`config.mk`:
```
export PLATFORM = sky130hd
export DESIGN_NAME = srs_div
export DESIGN_NICKNAME = d
export VERILOG_FILES = /design/src/srs_pkg.sv /design/src/srs_div.sv
export SDC_FILE = /design/constraint.sdc
export NUM_CORES = 1
export LEC_CHECK = 0
export BUFFER_PORTS_ARGS = -buffer_cell sky130_fd_sc_hd__buf_2
export CORE_MARGIN = 3
export CORE_UTILIZATION = 40
export CTS_BUF_LIST = sky130_fd_sc_hd__clkbuf_8 sky130_fd_sc_hd__clkbuf_16
export CTS_CLUSTER_DIAMETER = 120
export DETAILED_ROUTE_END_ITERATION = 8
export PLACE_DENSITY = 0.69
export SYNTH_ARGS = -nofsm -noshare
export SYNTH_HDL_FRONTEND = slang
export SYNTH_SLANG_ARGS = --single-unit
```
`constraint.sdc`:
```
create_clock -name clk -period 3.3 [get_ports clk]
set_input_delay 0.99 -clock clk [delete_from_list [all_inputs] [get_ports clk]]
set_output_delay 0.99 -clock clk [all_outputs]
set_load 0.005 [all_outputs]
```
`src/srs_pkg.sv`:
```
`timescale 1ns / 1ps
// ----------------------------------------------------------------------------
// srs_pkg
// Shared constants, mode codes, lane control types and helpers of the
// stereo resample interpolator.
// ----------------------------------------------------------------------------
package srs_pkg;

	localparam int HISTORY_TAPS = 4;
	localparam int MAX_OUT      = 8;

	localparam logic [17:0] PHASE_ONE = 18'h10000;
	localparam logic [17:0] PHASE_MAX = 18'h3FFFF;
	localparam logic [17:0] STEP_RST  = 18'd28087;

	localparam logic [2:0] MODE_NONE    = 3'd0;
	localparam logic [2:0] MODE_ADAPT   = 3'd1;
	localparam logic [2:0] MODE_FIR     = 3'd3;
	localparam logic [2:0] MODE_CUBIC   = 3'd4;
	localparam logic [2:0] MODE_HERMITE = 3'd5;
	localparam logic [2:0] MODE_CATROM  = 3'd6;

	localparam logic [1:0] CFG_MODE   = 2'd0;
	localparam logic [1:0] CFG_STEP   = 2'd1;
	localparam logic [1:0] CFG_ENABLE = 2'd2;
	localparam logic [1:0] CFG_MONO   = 2'd3;

	typedef struct packed {
		logic        store;
		logic        shift;
		logic [1:0]  wpos;
		logic [15:0] sample;
		logic        start;
		logic [2:0]  mode;
		logic [1:0]  pos;
		logic [15:0] mu;
		logic [17:0] sinc;
		logic [16:0] recip;
	} lane_ctl_t;

	typedef struct packed {
		logic        rdy;
		logic [15:0] value;
	} lane_res_t;

	function automatic logic [15:0] clamp16(input logic signed [31:0] v);
		logic [15:0] r;
		if (v > 32'sd32767) begin
			r = 16'h7FFF;
		end else if (v < -32'sd32768) begin
			r = 16'h8000;
		end else begin
			r = v[15:0];
		end
		return r;
	endfunction

endpackage

```
`src/srs_div.sv`:
```
`timescale 1ns / 1ps
// ----------------------------------------------------------------------------
// srs_div
// Restoring divider, one quotient bit a cycle: 0x10000 / divisor.
// ----------------------------------------------------------------------------
module srs_div (
	input  logic        clk,
	input  logic        arst_n,
	input  logic        start,
	input  logic [17:0] divisor,
	output logic        done,
	output logic [16:0] quotient
);

	logic        busy_q;
	logic [4:0]  cnt_q;
	logic [16:0] num_q;
	logic [17:0] rem_q;
	logic [16:0] quo_q;
	logic        done_q;
	logic [18:0] trial;
	logic        ge;

	assign trial = {rem_q, num_q[16]};
	assign ge    = trial >= {1'b0, divisor};

	always_ff @(posedge clk or negedge arst_n) begin
		if (!arst_n) begin
			busy_q <= 1'b0;
			cnt_q  <= '0;
			num_q  <= '0;
			rem_q  <= '0;
			quo_q  <= '0;
			done_q <= 1'b0;
		end else begin
			done_q <= 1'b0;
			if (start) begin
				busy_q <= 1'b1;
				cnt_q  <= 5'd17;
				num_q  <= srs_pkg::PHASE_ONE[16:0];
				rem_q  <= '0;
				quo_q  <= '0;
			end else if (busy_q) begin
				num_q <= {num_q[15:0], 1'b0};
				if (ge) begin
					rem_q <= 18'(trial - {1'b0, divisor});
				end else begin
					rem_q <= trial[17:0];
				end
				quo_q <= {quo_q[15:0], ge};
				cnt_q <= cnt_q - 5'd1;
				if (cnt_q == 5'd1) begin
					busy_q <= 1'b0;
					done_q <= 1'b1;
				end
			end
		end
	end

	assign done     = done_q;
	assign quotient = quo_q;

endmodule

```
## Word level (Yosys, flattened, before mapping)

Cells that the tools add are included.
Widths: inputs -> output; s select.

| storage, ports and cells | value |
|---|---|
| flip-flop bits (word level) | 59 |
| output and inout bits | 18 |
| word-level logic and storage cells | 26 |

| cells by class | value |
|---|---|
| $add $sub $neg | 2 |
| $lt $le $gt $ge | 1 |
| eq/ne operators | 1 |
| muxes and demuxes | 15 |
| reduce and logical (&&, ||, !) cells | 1 |

Operator list:

| operator | number |
|---|---|
| $mux 17 | 4 |
| $mux 18 | 3 |
| $ge 19x18->1 | 1 |
| $sub 18x18->18 | 1 |
| $mux 5 | 2 |
| $mux 1 | 6 |
| $eq 5x1->1 const B | 1 |
| $sub 5x1->5 const B | 1 |
| $reduce_bool 2->1 | 1 |

## Logic depth before layout (Yosys ltp)

| depth | value |
|---|---|
| depth in word-level cells | 4 |
| mapped depth | 10 |
| mapped depth without buffers | 10 |

## Least setup slack after synthesis

Ideal clock, no wire load.

| timing | value |
|---|---|
| path type | in2reg |
| from | input port divisor[0] |
| to | register rem_q[14] |
| arrival | 2748 ps |
| path slack | 403 ps |
| cell stages on the path | 9 |
| buffers on the path | 0 |
| cell sequence | ha_1 -> inv_1 -> fa_1 -> a21oi_1 -> o211a_1 -> nor4b_1 -> o311a_1 -> a2111oi_2 -> a31oi_1 |

| between the ends | value |
|---|---|
| longest elaborated chain between the ends | 4 |

RTL lines:

| what | RTL line | source |
|---|---|---|
| start: declaration | srs_div.sv:10 | `input logic [17:0] divisor,` |
| $sub 18x18->18 or $ge 19x18->1 (tied branches) | srs_div.sv:46, srs_div.sv:25 |  |
| $mux 18 (*) | srs_div.sv:45 | `if (ge) begin` |
| $mux 18 (*) | srs_div.sv:43 | `end else if (busy_q) begin` |
| $mux 18 (*) | srs_div.sv:37 | `if (start) begin` |
| end signal: assignment | srs_div.sv:46 | `rem_q <= 18'(trial - {1'b0, divisor});` |
| end signal: assignment | srs_div.sv:48 | `rem_q <= trial[17:0];` |
| end: declaration | srs_div.sv:18 | `logic [17:0] rem_q;` |

Mark *: on every way between the ends. The rest lies on a longest branch, timed or not. The select of a mux whose other input is x is not followed.
A chain may end at the register's enable or synchronous reset.

## Final worst setup path

Ends and elaborated chain as after synthesis.

==> flow_metrics.env <==
export IMPL_drv_cap=0
export IMPL_comb_power_share_pct=51.0
export IMPL_period_share_pct=89.8
export IMPL_synth_cells=331
export IMPL_cp_end_kind="flip-flop"
export IMPL_fin_crit_ns=2.96
export IMPL_fmax_mhz=337
export IMPL_insertion_delay_ns=0.30
export IMPL_total_power_w=0.00246
export IMPL_ys_top_cells_by_area="dfrtp_1, ha_1, mux2i_1, nor2_1, a311oi_2"
export IMPL_clock_sinks=43
export IMPL_finalHoldViolCount=0
export IMPL_p_int_w=0.00142
export IMPL_syn_area_per_cell_um2=9.46
export IMPL_syn_area_um2=3130
export IMPL_hp_class="reg -> reg"
export IMPL_grt_pass1_wl_um=12300
export IMPL_slew_headroom_pct=48.4
export IMPL_powerDensity_nw_per_um2=684
export IMPL_antenna_found_initial=0
export IMPL_nets=418
export IMPL_cts_made_buffers=5
export IMPL_fp_row_count=31
export IMPL_num_vias=2566
export IMPL_die_w_um=94.5
export IMPL_setup_violations=0
export IMPL_cts_resized=0
export IMPL_synth_seq_area_share_pct=34.4
export IMPL_ys_ff_latch=43
export IMPL_leakage_nw=1.82
export IMPL_clkTransAtPathRegs_ns=0.09
export IMPL_antenna_left=0
export IMPL_grt_use_total_pct=17.2
export IMPL_skew_ns=0.00784
export IMPL_start_util_pct=42.3
export IMPL_first_pass_iters=4
export IMPL_yosysUniqueCellTypes=61
export IMPL_diodes=0
export IMPL_cts_setup_buffers=0
export IMPL_cts_root_buf="clkbuf_8"
export IMPL_die_area_um2=8930
export IMPL_synth_top_area_share_pct=34.4
export IMPL_cts_htree_levels=2
export IMPL_place_congestion=0.864
export IMPL_portBuffers=38
export IMPL_drive_above_1_share_pct=24.4
export IMPL_critPathKind="in -> reg"
export IMPL_path_max_fanout=4
export IMPL_synth_edff_count=0
export IMPL_io_pins=39
export IMPL_globalRouteOverflowTotal=0
export IMPL_rsz0062_at_grt="no"
export IMPL_drc=0
export IMPL_drt_total_wl_um=7380
export IMPL_clockPowerShare_pct=17.4
export IMPL_p_seq_share_pct=31.6
export IMPL_syn_to_final_growth_pct=15.0
export IMPL_grt_pass1_vias=2560
export IMPL_drt_iter0_markers=121
export IMPL_syn_num_nets=373
export IMPL_hold_buffers=0
export IMPL_async_flop_share_pct=100
export IMPL_wl_per_cell_um=15.5
export IMPL_fill_cells=718
export IMPL_worstPathRequired_ns=3.48
export IMPL_synth_common_cells="dfrtp_1, nor2_1, inv_1"
export IMPL_drv_slew=0
export IMPL_ir_drop_mv=0.212
export IMPL_finalSetupTns_ns=0
export IMPL_drt_vias_per_instance=5.39
export IMPL_synth_ff_type="dfrtp_1"
export IMPL_p_sw_share_pct=42.3
export IMPL_outcome="completed"
export IMPL_core_area_um2=7410
export IMPL_grt_max_degree=36
export IMPL_crit_arrival_ns=3.14
export IMPL_yosys_warnings=0
export IMPL_synth_top_area_cell="dfrtp_1"
export IMPL_cp_start_kind="primary input"
export IMPL_tritoncts="built"
export IMPL_cts_path_max_buffers=2
export IMPL_worst_slew_pin_slew_ns=0.774
export IMPL_power_switching_w=0.00104
export IMPL_dpl_hpwl_um=5580
export IMPL_dieHeight_um=94.5
## logic make-up (layout without fill, tap and decap cells)
family | Yosys count | count (layout) | share of synthesized area [%]
AND/OR/NAND/NOR | 99 | 99 | 15.7
AO/OA/AOI/OAI | 88 | 88 | 24.9
buffers and inverters | 45 | 91 | 5.99
flip-flops | 43 | 43 | 34.4
adder cells (fa/ha/maj) | 21 | 21 | 8.63
XOR/XNOR | 18 | 18 | 5.03
multiplexers | 17 | 17 | 5.43
## layer usage
layer	wire length, um	vias to the layer above	global-route usage [%]
li1	-	1283	-
met1	3510	1218	24.5
met2	3470	57	27.7
met3	323	8	2.55
met4	72	0	3.73
met5	0	-	0
## metrics by stage
step           hold WS (ns)  util [%]  setup slack (ns)  instance area [um^2]  instances
6_report              0.489      48.6             0.336                  3600        476
5_1_grt               0.517      48.6             0.253                  3600        476
4_1_cts               0.495      48.6             0.380                  3600        476
3_5_place_dp          0.474      47.0            0.0588                  3480        468
3_3_place_gp          0.464      47.0             0.108                  3480        468
2_1_floorplan         0.450         -             0.403                  3130        331
## path summary, 6_finish.rpt
kind / depth (start not counted) / slack, ns / from / end
setup reg to reg: 10 / 0.64 / num_q[16]$_DFFE_PN0P_ / rem_q[14]$_DFFE_PN0P_
hold / removal: 1 / 0.49 / num_q[16]$_DFFE_PN0P_ / num_q[16]$_DFFE_PN0P_
max in group asynchronous: 2 / 1.95 / arst_n / rem_q[2]$_DFFE_PN0P_
setup / recovery: 10 / 0.34 / divisor[0] / rem_q[14]$_DFFE_PN0P_
hold reg to reg: 1 / 0.49 / num_q[16]$_DFFE_PN0P_ / num_q[16]$_DFFE_PN0P_
min in group asynchronous: 1 / 0.69 / arst_n / rem_q[9]$_DFFE_PN0P_
## layout make-up
class	instances	area, um^2	share of cell area, %
clock buffers	5	68.8	1.91
inverters	30	113	3.13
multi-input cells	243	1870	51.9
well taps	99	124	3.44
clock inverters	3	47.5	1.32
flip-flops and latches	43	1080	29.9
repair buffers	53	303	8.41
## state kept, by name, indices dropped and copies added (netlist names)
name and flops:
rem_q 18, quotient 17, cnt_q 5, busy_q 1
done 1, num_q 1
## power by group through the flow
stage	combinational, W	clock, W	sequential [W]
6_report	0.00126	0.000429	0.000778
5_1_grt	0.00139	0.000465	0.000794
4_1_cts	0.00125	0.000438	0.000777
3_5_place_dp	0.00125	0	0.000784
3_3_place_gp	0.00122	0	0.000783
2_1_floorplan	0.00101	0	0.000716
## cell usage in the layout (no fill, tap or decap), drive strengths merged, types with 2 or more instances in the layout
master	n
a311o	2
o31ai	5
nor3b	6
nand2	10
a211oi	3
o211ai	3
o21ai	17
dfrtp	43
o21bai	3
nor3	7
nand3b	3
nor2	43
ha	20
nand2b	4
nor4	2
xnor2	12
and3	2
a31oi	6
o311a	2
inv	31
buf	53
a311oi	11
a2111oi	3
a221oi	2
mux2i	17
xor2	6
nand3	14
a21o	6
nor2b	2
a31o	2
clkbuf	5
a21oi	15
## worst max-delay path: stages
cell       delay (ns)
buf_2            0.09
ha_1             0.15
inv_1            0.05
fa_1             0.40
a21oi_1          0.29
o211a_1          0.26
nor4b_1          0.10
o311a_1          0.31
a2111oi_2        0.36
a31oi_1          0.13
(Power assumes the default switching activity.)
