<file path="src/srs_pkg.sv">
`timescale 1ns / 1ps
// ----------------------------------------------------------------------------
// srs_pkg
// Shared constants, mode codes, lane control types and helpers of the
// stereo resample interpolator.
// ----------------------------------------------------------------------------
package srs_pkg;

	localparam int HISTORY_TAPS = 4;
	localparam int MAX_OUT      = 8;

	localparam logic [17:0] PHASE_ONE = 18'h10000;
	localparam logic [17:0] PHASE_MAX = 18'h3FFFF;
	localparam logic [17:0] STEP_RST  = 18'd28087;

	localparam logic [2:0] MODE_NONE    = 3'd0;
	localparam logic [2:0] MODE_ADAPT   = 3'd1;
	localparam logic [2:0] MODE_FIR     = 3'd3;
	localparam logic [2:0] MODE_CUBIC   = 3'd4;
	localparam logic [2:0] MODE_HERMITE = 3'd5;
	localparam logic [2:0] MODE_CATROM  = 3'd6;

	localparam logic [1:0] CFG_MODE   = 2'd0;
	localparam logic [1:0] CFG_STEP   = 2'd1;
	localparam logic [1:0] CFG_ENABLE = 2'd2;
	localparam logic [1:0] CFG_MONO   = 2'd3;

	typedef struct packed {
		logic        store;
		logic        shift;
		logic [1:0]  wpos;
		logic [15:0] sample;
		logic        start;
		logic [2:0]  mode;
		logic [1:0]  pos;
		logic [15:0] mu;
		logic [17:0] sinc;
		logic [16:0] recip;
	} lane_ctl_t;

	typedef struct packed {
		logic        rdy;
		logic [15:0] value;
	} lane_res_t;

	function automatic logic [15:0] clamp16(input logic signed [31:0] v);
		logic [15:0] r;
		if (v > 32'sd32767) begin
			r = 16'h7FFF;
		end else if (v < -32'sd32768) begin
			r = 16'h8000;
		end else begin
			r = v[15:0];
		end
		return r;
	endfunction

endpackage

</file>
<file path="src/srs_lane.sv">
`timescale 1ns / 1ps
// ----------------------------------------------------------------------------
// srs_lane
// One channel: 4-tap history, adaptive step chain and a shared multiplier
// that runs the three Horner passes of the polynomial kernels.
// ----------------------------------------------------------------------------
module srs_lane (
	input  logic               clk,
	input  logic               arst_n,
	input  srs_pkg::lane_ctl_t ctl,
	output srs_pkg::lane_res_t res
);

	typedef enum logic [2:0] {
		L_IDLE, L_SETUP, L_MUL, L_SHF, L_ADAPT, L_ADIV, L_AST, L_ACUR
	} lstate_t;

	lstate_t            state_q;
	logic [15:0]        hist_q [4];
	logic signed [31:0] step_q, cur_q;
	logic [15:0]        next_q, after_q;
	logic [1:0]         flag_q;
	logic [1:0]         pass_q;
	logic signed [31:0] v_q, prod_q, base_q;
	logic signed [31:0] coef_q [3];
	logic signed [18:0] mult_q [3];
	logic               sh15_q, sh17_q;
	logic [15:0]        mu_q;
	logic [15:0]        res_q;
	logic               rdy_q;

	logic [63:0]        win;
	logic [127:0]       win2;
	logic signed [31:0] y0, y1, y2, y3;
	logic signed [31:0] nx, af, d1, d2, d1x2;
	logic signed [31:0] step_new, ma, vs, fir, m0, m1;
	logic signed [18:0] mb, sinc_s, mu_s, xd6, xh, xd_s;
	logic signed [50:0] product;
	logic [15:0]        xd;
	logic [16:0]        nq;
	logic [34:0]        qprod;
	logic               d1pos, special, half;

	assign win  = {hist_q[3], hist_q[2], hist_q[1], hist_q[0]};
	assign win2 = {win, win} >> {ctl.pos, 4'b0};
	assign y0   = 32'(signed'(win2[15:0]));
	assign y1   = 32'(signed'(win2[31:16]));
	assign y2   = 32'(signed'(win2[47:32]));
	assign y3   = 32'(signed'(win2[63:48]));

	// kernel helpers
	assign m0   = ((y1 - y0) >>> 2) + ((y2 - y1) >>> 2);
	assign m1   = ((y2 - y1) >>> 2) + ((y3 - y2) >>> 2);
	assign fir  = y3 * 32'sd4807 + y2 * 32'sd22963 + y1 * 32'sd4871 - y0;
	assign xd   = {1'b0, mu_q[15:1]} + 16'd1;
	assign nq   = 17'(18'h10000 - {2'b0, xd});
	assign qprod = nq * 18'd43691;
	assign xd6  = -signed'({2'b0, qprod[34:18]});
	assign xh   = 19'(($signed({3'b0, xd}) - 19'sd32768) >>> 1);
	assign xd_s = signed'({3'b0, xd});
	assign mu_s = signed'({3'b0, mu_q});

	// adaptive chain
	assign nx     = 32'(signed'(next_q));
	assign af     = 32'(signed'(after_q));
	assign d1     = nx - cur_q;
	assign d2     = af - nx;
	assign d1x2   = d1 <<< 1;
	assign d1pos  = d1 > 32'sd0;
	assign special = d1pos ? (d2 < d1) : (d2 > d1);
	assign half   = d1pos ? !(d2 < d1x2) : !(d2 > d1x2);
	assign sinc_s = signed'({1'b0, ctl.sinc});
	assign step_new = (prod_q + (prod_q[31] ? 32'sd131071 : 32'sd0)) >>> 17;

	always_comb begin
		ma = '0;
		mb = '0;
		unique case (state_q)
			L_MUL: begin
				ma = coef_q[pass_q] + v_q;
				mb = mult_q[pass_q];
			end
			L_ADAPT: begin
				ma = (flag_q == 2'd1) ? d1 : step_q;
				mb = sinc_s;
			end
			L_AST: begin
				ma = step_new;
				mb = signed'({2'b0, ctl.recip}) - 19'sd1;
			end
			default: begin
				ma = '0;
				mb = '0;
			end
		endcase
	end

	assign product = ma * mb;
	assign vs      = sh15_q ? (prod_q >>> 15) : (prod_q >>> 16);

	always_ff @(posedge clk or negedge arst_n) begin
		if (!arst_n) begin
			state_q <= L_IDLE;
			for (int i = 0; i < 4; i++) hist_q[i] <= '0;
			for (int i = 0; i < 3; i++) begin
				coef_q[i] <= '0;
				mult_q[i] <= '0;
			end
			step_q  <= '0;
			cur_q   <= '0;
			next_q  <= '0;
			after_q <= '0;
			flag_q  <= '0;
			pass_q  <= '0;
			v_q     <= '0;
			prod_q  <= '0;
			base_q  <= '0;
			sh15_q  <= 1'b0;
			sh17_q  <= 1'b0;
			mu_q    <= '0;
			res_q   <= '0;
			rdy_q   <= 1'b0;
		end else begin
			if (ctl.store) begin
				for (int i = 0; i < 4; i++) begin
					if (ctl.wpos == 2'(i)) hist_q[i] <= ctl.sample;
				end
				if (ctl.shift) begin
					step_q  <= '0;
					cur_q   <= nx;
					next_q  <= after_q;
					after_q <= ctl.sample;
					flag_q  <= 2'd1;
				end
			end
			unique case (state_q)
				L_IDLE: begin
					if (ctl.start) begin
						rdy_q   <= 1'b0;
						mu_q    <= ctl.mu;
						state_q <= (ctl.mode == srs_pkg::MODE_ADAPT) ? L_ADAPT : L_SETUP;
					end
				end
				L_SETUP: begin
					pass_q <= '0;
					v_q    <= '0;
					sh15_q <= (ctl.mode == srs_pkg::MODE_CUBIC);
					if (ctl.mode == srs_pkg::MODE_CATROM) begin
						coef_q[0] <= (-y0 + 3 * y1 - 3 * y2 + y3) >>> 1;
						coef_q[1] <= (2 * y0 - 5 * y1 + 4 * y2 - y3) >>> 1;
						coef_q[2] <= (y2 - y0) >>> 1;
						for (int i = 0; i < 3; i++) mult_q[i] <= mu_s;
						base_q  <= y1;
						state_q <= L_MUL;
					end else if (ctl.mode == srs_pkg::MODE_HERMITE) begin
						coef_q[0] <= 2 * y1 + m0 + m1 - 2 * y2;
						coef_q[1] <= -3 * y1 - 2 * m0 - m1 + 3 * y2;
						coef_q[2] <= m0;
						for (int i = 0; i < 3; i++) mult_q[i] <= mu_s;
						base_q  <= y1;
						state_q <= L_MUL;
					end else if (ctl.mode == srs_pkg::MODE_CUBIC) begin
						coef_q[0] <= y3 - 3 * y2 + 3 * y1 - y0;
						coef_q[1] <= y2 - 2 * y1 + y0;
						coef_q[2] <= y1 - y0;
						mult_q[0] <= xd6;
						mult_q[1] <= xh;
						mult_q[2] <= xd_s;
						base_q  <= y0;
						state_q <= L_MUL;
					end else begin
						res_q   <= (ctl.mode == srs_pkg::MODE_FIR) ?
							srs_pkg::clamp16(fir >>> 15) : srs_pkg::clamp16(y0);
						rdy_q   <= 1'b1;
						state_q <= L_IDLE;
					end
				end
				L_MUL: begin
					prod_q  <= product[31:0];
					state_q <= L_SHF;
				end
				L_SHF: begin
					if (pass_q == 2'd2) begin
						res_q   <= srs_pkg::clamp16(base_q + vs);
						rdy_q   <= 1'b1;
						state_q <= L_IDLE;
					end else begin
						v_q     <= vs;
						pass_q  <= pass_q + 2'd1;
						state_q <= L_MUL;
					end
				end
				L_ADAPT: begin
					if (flag_q == 2'd1) begin
						if (special) begin
							step_q  <= d1;
							flag_q  <= 2'd2;
							res_q   <= srs_pkg::clamp16(cur_q);
							rdy_q   <= 1'b1;
							state_q <= L_IDLE;
						end else begin
							flag_q  <= 2'd0;
							sh17_q  <= half;
							prod_q  <= product[31:0];
							state_q <= L_ADIV;
						end
					end else if (flag_q == 2'd2) begin
						flag_q  <= 2'd0;
						prod_q  <= product[31:0];
						state_q <= L_AST;
					end else begin
						cur_q   <= cur_q + step_q;
						res_q   <= srs_pkg::clamp16(cur_q + step_q);
						rdy_q   <= 1'b1;
						state_q <= L_IDLE;
					end
				end
				L_ADIV: begin
					if (sh17_q) begin
						step_q <= step_new;
					end else begin
						step_q <= (prod_q + (prod_q[31] ? 32'sd65535 : 32'sd0)) >>> 16;
					end
					res_q   <= srs_pkg::clamp16(cur_q);
					rdy_q   <= 1'b1;
					state_q <= L_IDLE;
				end
				L_AST: begin
					step_q <= step_new;
					if (ctl.sinc <= 18'h08000) begin
						prod_q  <= product[31:0];
						state_q <= L_ACUR;
					end else begin
						cur_q   <= cur_q + step_new;
						res_q   <= srs_pkg::clamp16(cur_q + step_new);
						rdy_q   <= 1'b1;
						state_q <= L_IDLE;
					end
				end
				L_ACUR: begin
					cur_q   <= nx - prod_q;
					res_q   <= srs_pkg::clamp16(nx - prod_q);
					rdy_q   <= 1'b1;
					state_q <= L_IDLE;
				end
				default: state_q <= L_IDLE;
			endcase
		end
	end

	assign res.rdy   = rdy_q;
	assign res.value = res_q;

endmodule

</file>
<file path="config.mk">
export PLATFORM = sky130hd
export DESIGN_NAME = srs_lane
export DESIGN_NICKNAME = d
export VERILOG_FILES = /design/src/srs_pkg.sv /design/src/srs_lane.sv
export SDC_FILE = /design/constraint.sdc
export NUM_CORES = 2
export LEC_CHECK = 0
export ABC_AREA = 1
export BUFFER_PORTS_ARGS = -buffer_cell sky130_fd_sc_hd__buf_2
export CORE_UTILIZATION = 65
export CTS_CLUSTER_DIAMETER = 40
export DETAILED_ROUTE_END_ITERATION = 10
export PLACE_DENSITY_LB_ADDON = 0.12
export SLEW_MARGIN = 20
export SYNTH_ARGS = -nofsm -noshare
export SYNTH_HDL_FRONTEND = slang
export SYNTH_SLANG_ARGS = --single-unit
</file>
<file path="constraint.sdc">
create_clock -name clk -period 12.5 [get_ports clk]
set_input_delay 1.875 -clock clk [delete_from_list [all_inputs] [get_ports clk]]
set_output_delay 1.875 -clock clk [all_outputs]
set_load 0.02 [all_outputs]
</file>
# Word-level counts from Yosys, hierarchy flattened
# Cells that the tools add are included.
dict set report totals {
  ff_bits 451
  output_inout_bits 17
  in_bits 79
  elab_cells 247
}
dict set report op_classes {
  magnitude_cmp 21
  eq_ne 30
  n_reduce_logical 22
  shift 1
  n_addsub 42
  multipliers 9
  mux 95
  bitwise_logic 2
}
# op n
set op_table {}
lappend op_table {{32-bit 2-to-1 mux} 21}
lappend op_table {{16-bit 2-to-1 mux} 25}
lappend op_table {{32-bit one-hot mux with 3 select lines} 4}
lappend op_table {{96-bit 2-to-1 mux} 3}
lappend op_table {{57-bit 2-to-1 mux} 3}
lappend op_table {{32-bit by 16-bit > comparator with 1-bit output (second input constant)} 5}
lappend op_table {{32-bit by 16-bit less-than comparator with 1-bit output (second input constant)} 5}
lappend op_table {{128-bit by 6-bit >> shifter with 64-bit output} 1}
lappend op_table {{16-bit one-hot mux with 6 select lines} 1}
lappend op_table {{16-bit by 16-bit subtractor with 17-bit output} 5}
lappend op_table {{32-bit by 17-bit adder with 32-bit output} 2}
lappend op_table {{32-bit adder} 2}
lappend op_table {{32-bit binary-select mux with 2-bit select} 1}
lappend op_table {{17-bit by 32-bit > comparator with 1-bit output} 2}
lappend op_table {{17-bit by 32-bit less-than comparator with 1-bit output} 2}
lappend op_table {{32-bit one-hot mux with 2 select lines} 1}
lappend op_table {{16-bit by 32-bit subtractor with 32-bit output} 2}
lappend op_table {{16-bit by 14-bit multiplier with 30-bit output (second input constant)} 2}
lappend op_table {{3-bit by 16-bit multiplier with 19-bit output (first input constant)} 3}
lappend op_table {{19-bit one-hot mux with 3 select lines} 1}
lappend op_table {{19-bit by 17-bit subtractor with 20-bit output} 2}
lappend op_table {{18-bit by 16-bit adder with 19-bit output} 2}
lappend op_table {{19-bit binary-select mux with 2-bit select} 1}
lappend op_table {{19-bit 2-to-1 mux} 2}
lappend op_table {{65 further kinds} 124}

# Depth between registers and ports, before layout
dict set report logic_depth {
  word_depth 13
  mapped_depth 55
  mapped_depth_nobuf 53
}

# Worst setup path before layout
# Ideal clock, no wire load.
dict set report synth_timing {
  path_kind {input-to-reg}
  startpoint {input port ctl[52] (netlist name)}
  endpoint {register res_q[0]}
  path_stages 34
  setup_time_ps 73
  path_buffers 4
  path_slack_ps 1397
  t_required_ps 12427
  arrival_ps 11031
  path_cell_list {clkbuf_2 inv_1 clkbuf_1 clkbuf_1 o21ai_0 ha_1 inv_1 fa_1 inv_1 fa_1 fa_1 fa_1 fa_1 fa_1 fa_1 inv_1 fa_1 inv_1 ha_1 a21oi_1 a21boi_0 o221ai_1 a21oi_1 nand2_1 nand3_1 o211ai_1 xor2_1 inv_1 nand2_2 buf_4 nand2_1 a21oi_1 nor2_1 a21boi_2}
}
dict set report synth_via {
  elab_chain_len 13
  word_cells_on_any_way 20
  cone_classes {3 x add/sub; 3 x mul; 4 x order compare; 1 x shift; 9 x mux}
}
# element line
set synth_lines {}
lappend synth_lines {{start, declared} srs_lane.sv:10} ;# input srs_pkg::lane_ctl_t ctl,
lappend synth_lines {{128-bit by 6-bit >> shifter with 64-bit output (*)} srs_lane.sv:45} ;# assign win2 = {win, win} >> {ctl.pos, 4'b0};
lappend synth_lines {{16-bit by 14-bit multiplier with 30-bit output or 16-bit by 16-bit multiplier with 32-bit output (tied branches)} srs_lane.sv:54} ;# assign fir = y3 * 32'sd4807 + y2 * 32'sd22963 + y1 * 32'sd4871 - y0;
lappend synth_lines {{30-bit by 32-bit adder with 32-bit output} srs_lane.sv:54}
lappend synth_lines {{32-bit by 30-bit adder with 32-bit output} srs_lane.sv:54}
lappend synth_lines {{32-bit by 16-bit subtractor with 32-bit output} srs_lane.sv:54}
lappend synth_lines {{17-bit by 16-bit less-than comparator with 1-bit output} srs_pkg.sv:50} ;# end else if (v < -32'sd32768) begin
lappend synth_lines {{16-bit 2-to-1 mux} srs_pkg.sv:50}
lappend synth_lines {{16-bit 2-to-1 mux} srs_pkg.sv:48} ;# if (v > 32'sd32767) begin
lappend synth_lines {{16-bit 2-to-1 mux (*)} srs_lane.sv:172} ;# res_q <= (ctl.mode == srs_pkg::MODE_FIR) ?
lappend synth_lines {{16-bit 2-to-1 mux (*)} srs_lane.sv:162} ;# end else if (ctl.mode == srs_pkg::MODE_CUBIC) begin
lappend synth_lines {{16-bit 2-to-1 mux (*)} srs_lane.sv:155} ;# end else if (ctl.mode == srs_pkg::MODE_HERMITE) begin
lappend synth_lines {{16-bit 2-to-1 mux (*)} srs_lane.sv:148} ;# if (ctl.mode == srs_pkg::MODE_CATROM) begin
lappend synth_lines {{16-bit one-hot mux with 6 select lines (*)} srs_lane.sv:136} ;# unique case (state_q)
lappend synth_lines {{end signal, assigned} srs_lane.sv:172}
lappend synth_lines {{end signal, assigned} srs_lane.sv:184} ;# res_q <= srs_pkg::clamp16(base_q + vs);
lappend synth_lines {{end signal, assigned} srs_lane.sv:198} ;# res_q <= srs_pkg::clamp16(cur_q);
lappend synth_lines {{end, declared} srs_lane.sv:29} ;# logic [15:0] res_q;
# Mark *: on every way between the ends. The rest lies on a longest branch, timed or not. The select of a mux whose other input is x is not followed.
# A chain may end at the register's enable or synchronous reset.

# Final worst setup path
dict set report layout_timing {
  startpoint {register pass_q[0]}
  endpoint {register prod_q[29]}
}
dict set report layout_via {
  elab_chain_len 10
  word_cells_on_any_way 16
  cone_classes {1 x add/sub; 1 x mul; 13 x mux; 1 x bitwise}
}
# element line
set layout_lines {}
lappend layout_lines {{start, declared} srs_lane.sv:23} ;# logic [1:0] pass_q;
lappend layout_lines {{start signal, assigned} srs_lane.sv:189} ;# pass_q <= pass_q + 2'd1;
lappend layout_lines {{2-bit inverter with 3-bit output (not written as such) (*)} {srs_lane.sv:80, srs_lane.sv:81}}
lappend layout_lines {{32-bit binary-select mux with 2-bit select} srs_lane.sv:80} ;# ma = coef_q[pass_q] + v_q;
lappend layout_lines {{32-bit 2-to-1 mux (not written as such) (2 in a row)} srs_lane.sv:80}
lappend layout_lines {{32-bit adder} srs_lane.sv:80}
lappend layout_lines {{32-bit one-hot mux with 3 select lines} srs_lane.sv:78} ;# unique case (state_q)
lappend layout_lines {{32-bit by 19-bit multiplier with 32-bit output (*)} srs_lane.sv:98} ;# assign product = ma * mb;
lappend layout_lines {{32-bit 2-to-1 mux (on tied branches)} {srs_lane.sv:207, srs_lane.sv:195}}
lappend layout_lines {{32-bit 2-to-1 mux} srs_lane.sv:194} ;# if (flag_q == 2'd1) begin
lappend layout_lines {{32-bit one-hot mux with 3 select lines (*)} srs_lane.sv:136}
lappend layout_lines {{end signal, assigned} srs_lane.sv:204} ;# prod_q <= product[31:0];
lappend layout_lines {{end signal, assigned} srs_lane.sv:209} ;# prod_q <= product[31:0];
lappend layout_lines {{end signal, assigned} srs_lane.sv:231} ;# prod_q <= product[31:0];
lappend layout_lines {{end, declared} srs_lane.sv:24} ;# logic signed [31:0] v_q, prod_q, base_q;
# Marks and branches as above.

==> impl_metrics.json <==
{
  "first_pass_iters": 8,
  "io_pins": 96,
  "hp-class": "register to register",
  "yosys_warnings": 0,
  "synthCells": 11400,
  "synth_edf_count": 0,
  "hold_viol_final": 0,
  "grt_max_degree": 98,
  "fp-row-count": 132,
  "fin_crit_sh_pct": 93.1,
  "synth_seq_cells": 389,
  "rsz0062_at_grt": "false",
  "max-clock-path-buffers": 3,
  "ctsResizeCount": 0,
  "r2r_cells": 43,
  "synth.avg_cell_area_um2": 7.47,
  "muxShareOfSynthArea_pct": 0.0706,
  "tns_ns": 0,
  "cp-start-kind": "register",
  "dp_hpwl_um": 281000,
  "dieArea_mm2": 0.132,
  "endpoint_kind": "register",
  "overflow": 0,
  "cp_max_fo": 14,
  "antenna_left": 0,
  "clock_skew_ns": 0.0463,
  "postCtsSetupBuffers": 0,
  "seq_area_frac_synth_pct": 11.4,
  "final.min_clock_period_ns": 11.63,
  "fp.coreArea_mm2": 0.130,
  "criticalPathCategory": "register to register",
  "syn_to_final_growth_pct": 6.58,
  "initial_core_util_pct": 65.6,
  "grt_pass1_vias": 82300,
  "cts_tree": "built",
  "wl_per_cell_um": 25.8,
  "max_freq_mhz": 86.0,
  "layout-drive-gt1-share_pct": 5.12,
  "holdPathStages": 2,
  "max-cap-violations": 0,
  "cts.clk_slew.worst_paths_ns": 0.05,
  "slew_headroom_pct": 10.0,
  "final_cell_mix": "inv_1 (2,385), nand2_1 (2,364), ha_1 (1,121)",
  "synth_compound_area_share_pct": 12.9,
  "cts_root_buffer": "clkbuf_16",
  "synth_xor_area_share_pct": 3.94,
  "syn-num-nets": 13600,
  "final_common_cell": "inv_1",
  "syn_area_mm2": 0.0851,
  "io_buffers": 95,
  "fillers": 10400,
  "tightest_slew_ns": 1.34,
  "crit_top_cell": "nand2_1",
  "drt_iter0_markers": 10500,
  "synth_top_family_by_area": "adder cells",
  "yosys_most_used_dff": "dfrtp_1",
  "vias": 82500,
  "slowest_stage": "nand2_1",
  "worstPathRequired_ns": 13.02,
  "drcViolationCount": 0,
  "max_stage_delay_ns": 0.80,
  "async_flop_share_pct": 100,
  "synth.distinct_cells": 78,
  "arrival_ns": 12.16,
  "cts.sinks": 389,
  "fp.dieW_um": 364,
  "layout.nets": 13700,
  "die_h_um": 364,
  "worstSkewPairLatency_ns": 0.70,
  "ctsHoldBuffers": 0,
  "utilization_pct": 70.0,
  "grt_pass1_wl_um": 504000,
  "cts_made_buffers": 78,
  "synth-simple-area-share_pct": 18.6,
  "grt_usage_pct": 51.6,
  "status": "finished clean",
  "synth-adder-area-share_pct": 40.9,
  "setup_viol": 0,
  "routed_wirelength_um": 342000,
  "antenna_found_initial": 17,
  "maxSlewViolCount": 0,
  "place.gp.congestion": 1.13,
  "h-tree-depth": 3,
  "vias_per_cell": 6.22
}
-- cells in the mapped netlist, types with 44 or more instances --
cell type	instances	area, um2
a21oi_1	727	3640
dfrtp_1	389	9730
nand2_1	2365	8880
nor3_1	87	435
clkbuf_1	208	781
nand3_1	372	1860
o21ai_1	57	285
xor2_1	264	2310
nand4_1	94	588
xnor2_1	117	1020
fa_1	1039	20800
a21o_1	44	330
o21ai_0	693	3470
o211ai_1	48	360
ha_1	1121	14000
o21bai_1	54	405
inv_1	2389	8970
nor2_1	731	2740
-- stage by stage --
stage	hold WS, ns	setup slack [ns]	cells	cell area [um2]
2_1_floorplan	0.443	1.40	11400	85100
3_3_place_gp	0.458	0.965	13100	87800
3_5_place_dp	0.462	1.08	13100	87800
4_1_cts	0.475	1.35	13300	90600
5_1_grt	0.497	0.625	13300	90700
6_report	0.473	0.866	13300	90700
-- routing by layer --
layer  share of wire (%)  track usage [%]  vias up  wire, um
met3                  12             14.0     1731     40600
met4                  12             48.6        8     40500
li1                    -                -    36100         -
met1                  34             59.3    39000    115000
met5               0.014                0        -        47
met2                  43             77.9     5629    146000
-- cells by family (layout without fill, tap and decap cells) --
kind of cell,after synthesis,after routing
AO/OA/AOI/OAI,1931,1931
XOR/XNOR,382,382
adder cells (fa/ha/maj),2160,2160
buffers and inverters,2690,2817
flip-flops,389,389
multiplexers,6,6
other,1,15
AND/OR/NAND/NOR,3836,3836
-- state kept, by name (all words and copies together), names as in the netlist, 3 cells and up --
register and flops:
coef_q 70, mu_q 16, v_q 17, step_q 32, prod_q 32, state_q 3
hist_q 64, next_q 16, cur_q 32, after_q 16, res_q 16, mult_q 52
base_q 16
-- worst max-delay path: cells and delay by family, from the launching register on --
family / cells / cell delay, ns
AOI/OAI and AO/OA: 8 / 1.91
xor gates and xnor gates: 2 / 0.49
adders and majority gates: 9 / 3.93
buffers and inverters: 8 / 1.60
DFF: 1 / 0.39
and+or+nand+nor: 16 / 3.09
-- area by class of cell --
type | count | area (um2) | area share (%)
well taps | 1742 | 2180 | 2.40
multi-input cells | 8316 | 65200 | 71.9
clock buffers | 89 | 2070 | 2.29
diodes | 14 | 35.0 | 0.0386
flip-flops and latches | 389 | 9730 | 10.7
inverters | 2413 | 9060 | 9.99
clock inverters | 57 | 708 | 0.781
repair buffers | 258 | 1730 | 1.90
-- final timing paths --
check	start	to	slack [ns]
worst max-delay path	pass_q[0]	prod_q[29]	0.87
worst min-delay path	coef_q[69]	coef_q[69]	0.47
worst max register to register	pass_q[0]	prod_q[29]	0.87
worst min register to register	coef_q[69]	coef_q[69]	0.47
max in group asynchronous	arst_n	hist_q[19]	8.99
min in group asynchronous	arst_n	prod_q[27]	1.16
Power is left out: the tool's default activity adds up to more than one toggle a clock period on the data nets, which glitch-free logic cannot reach.
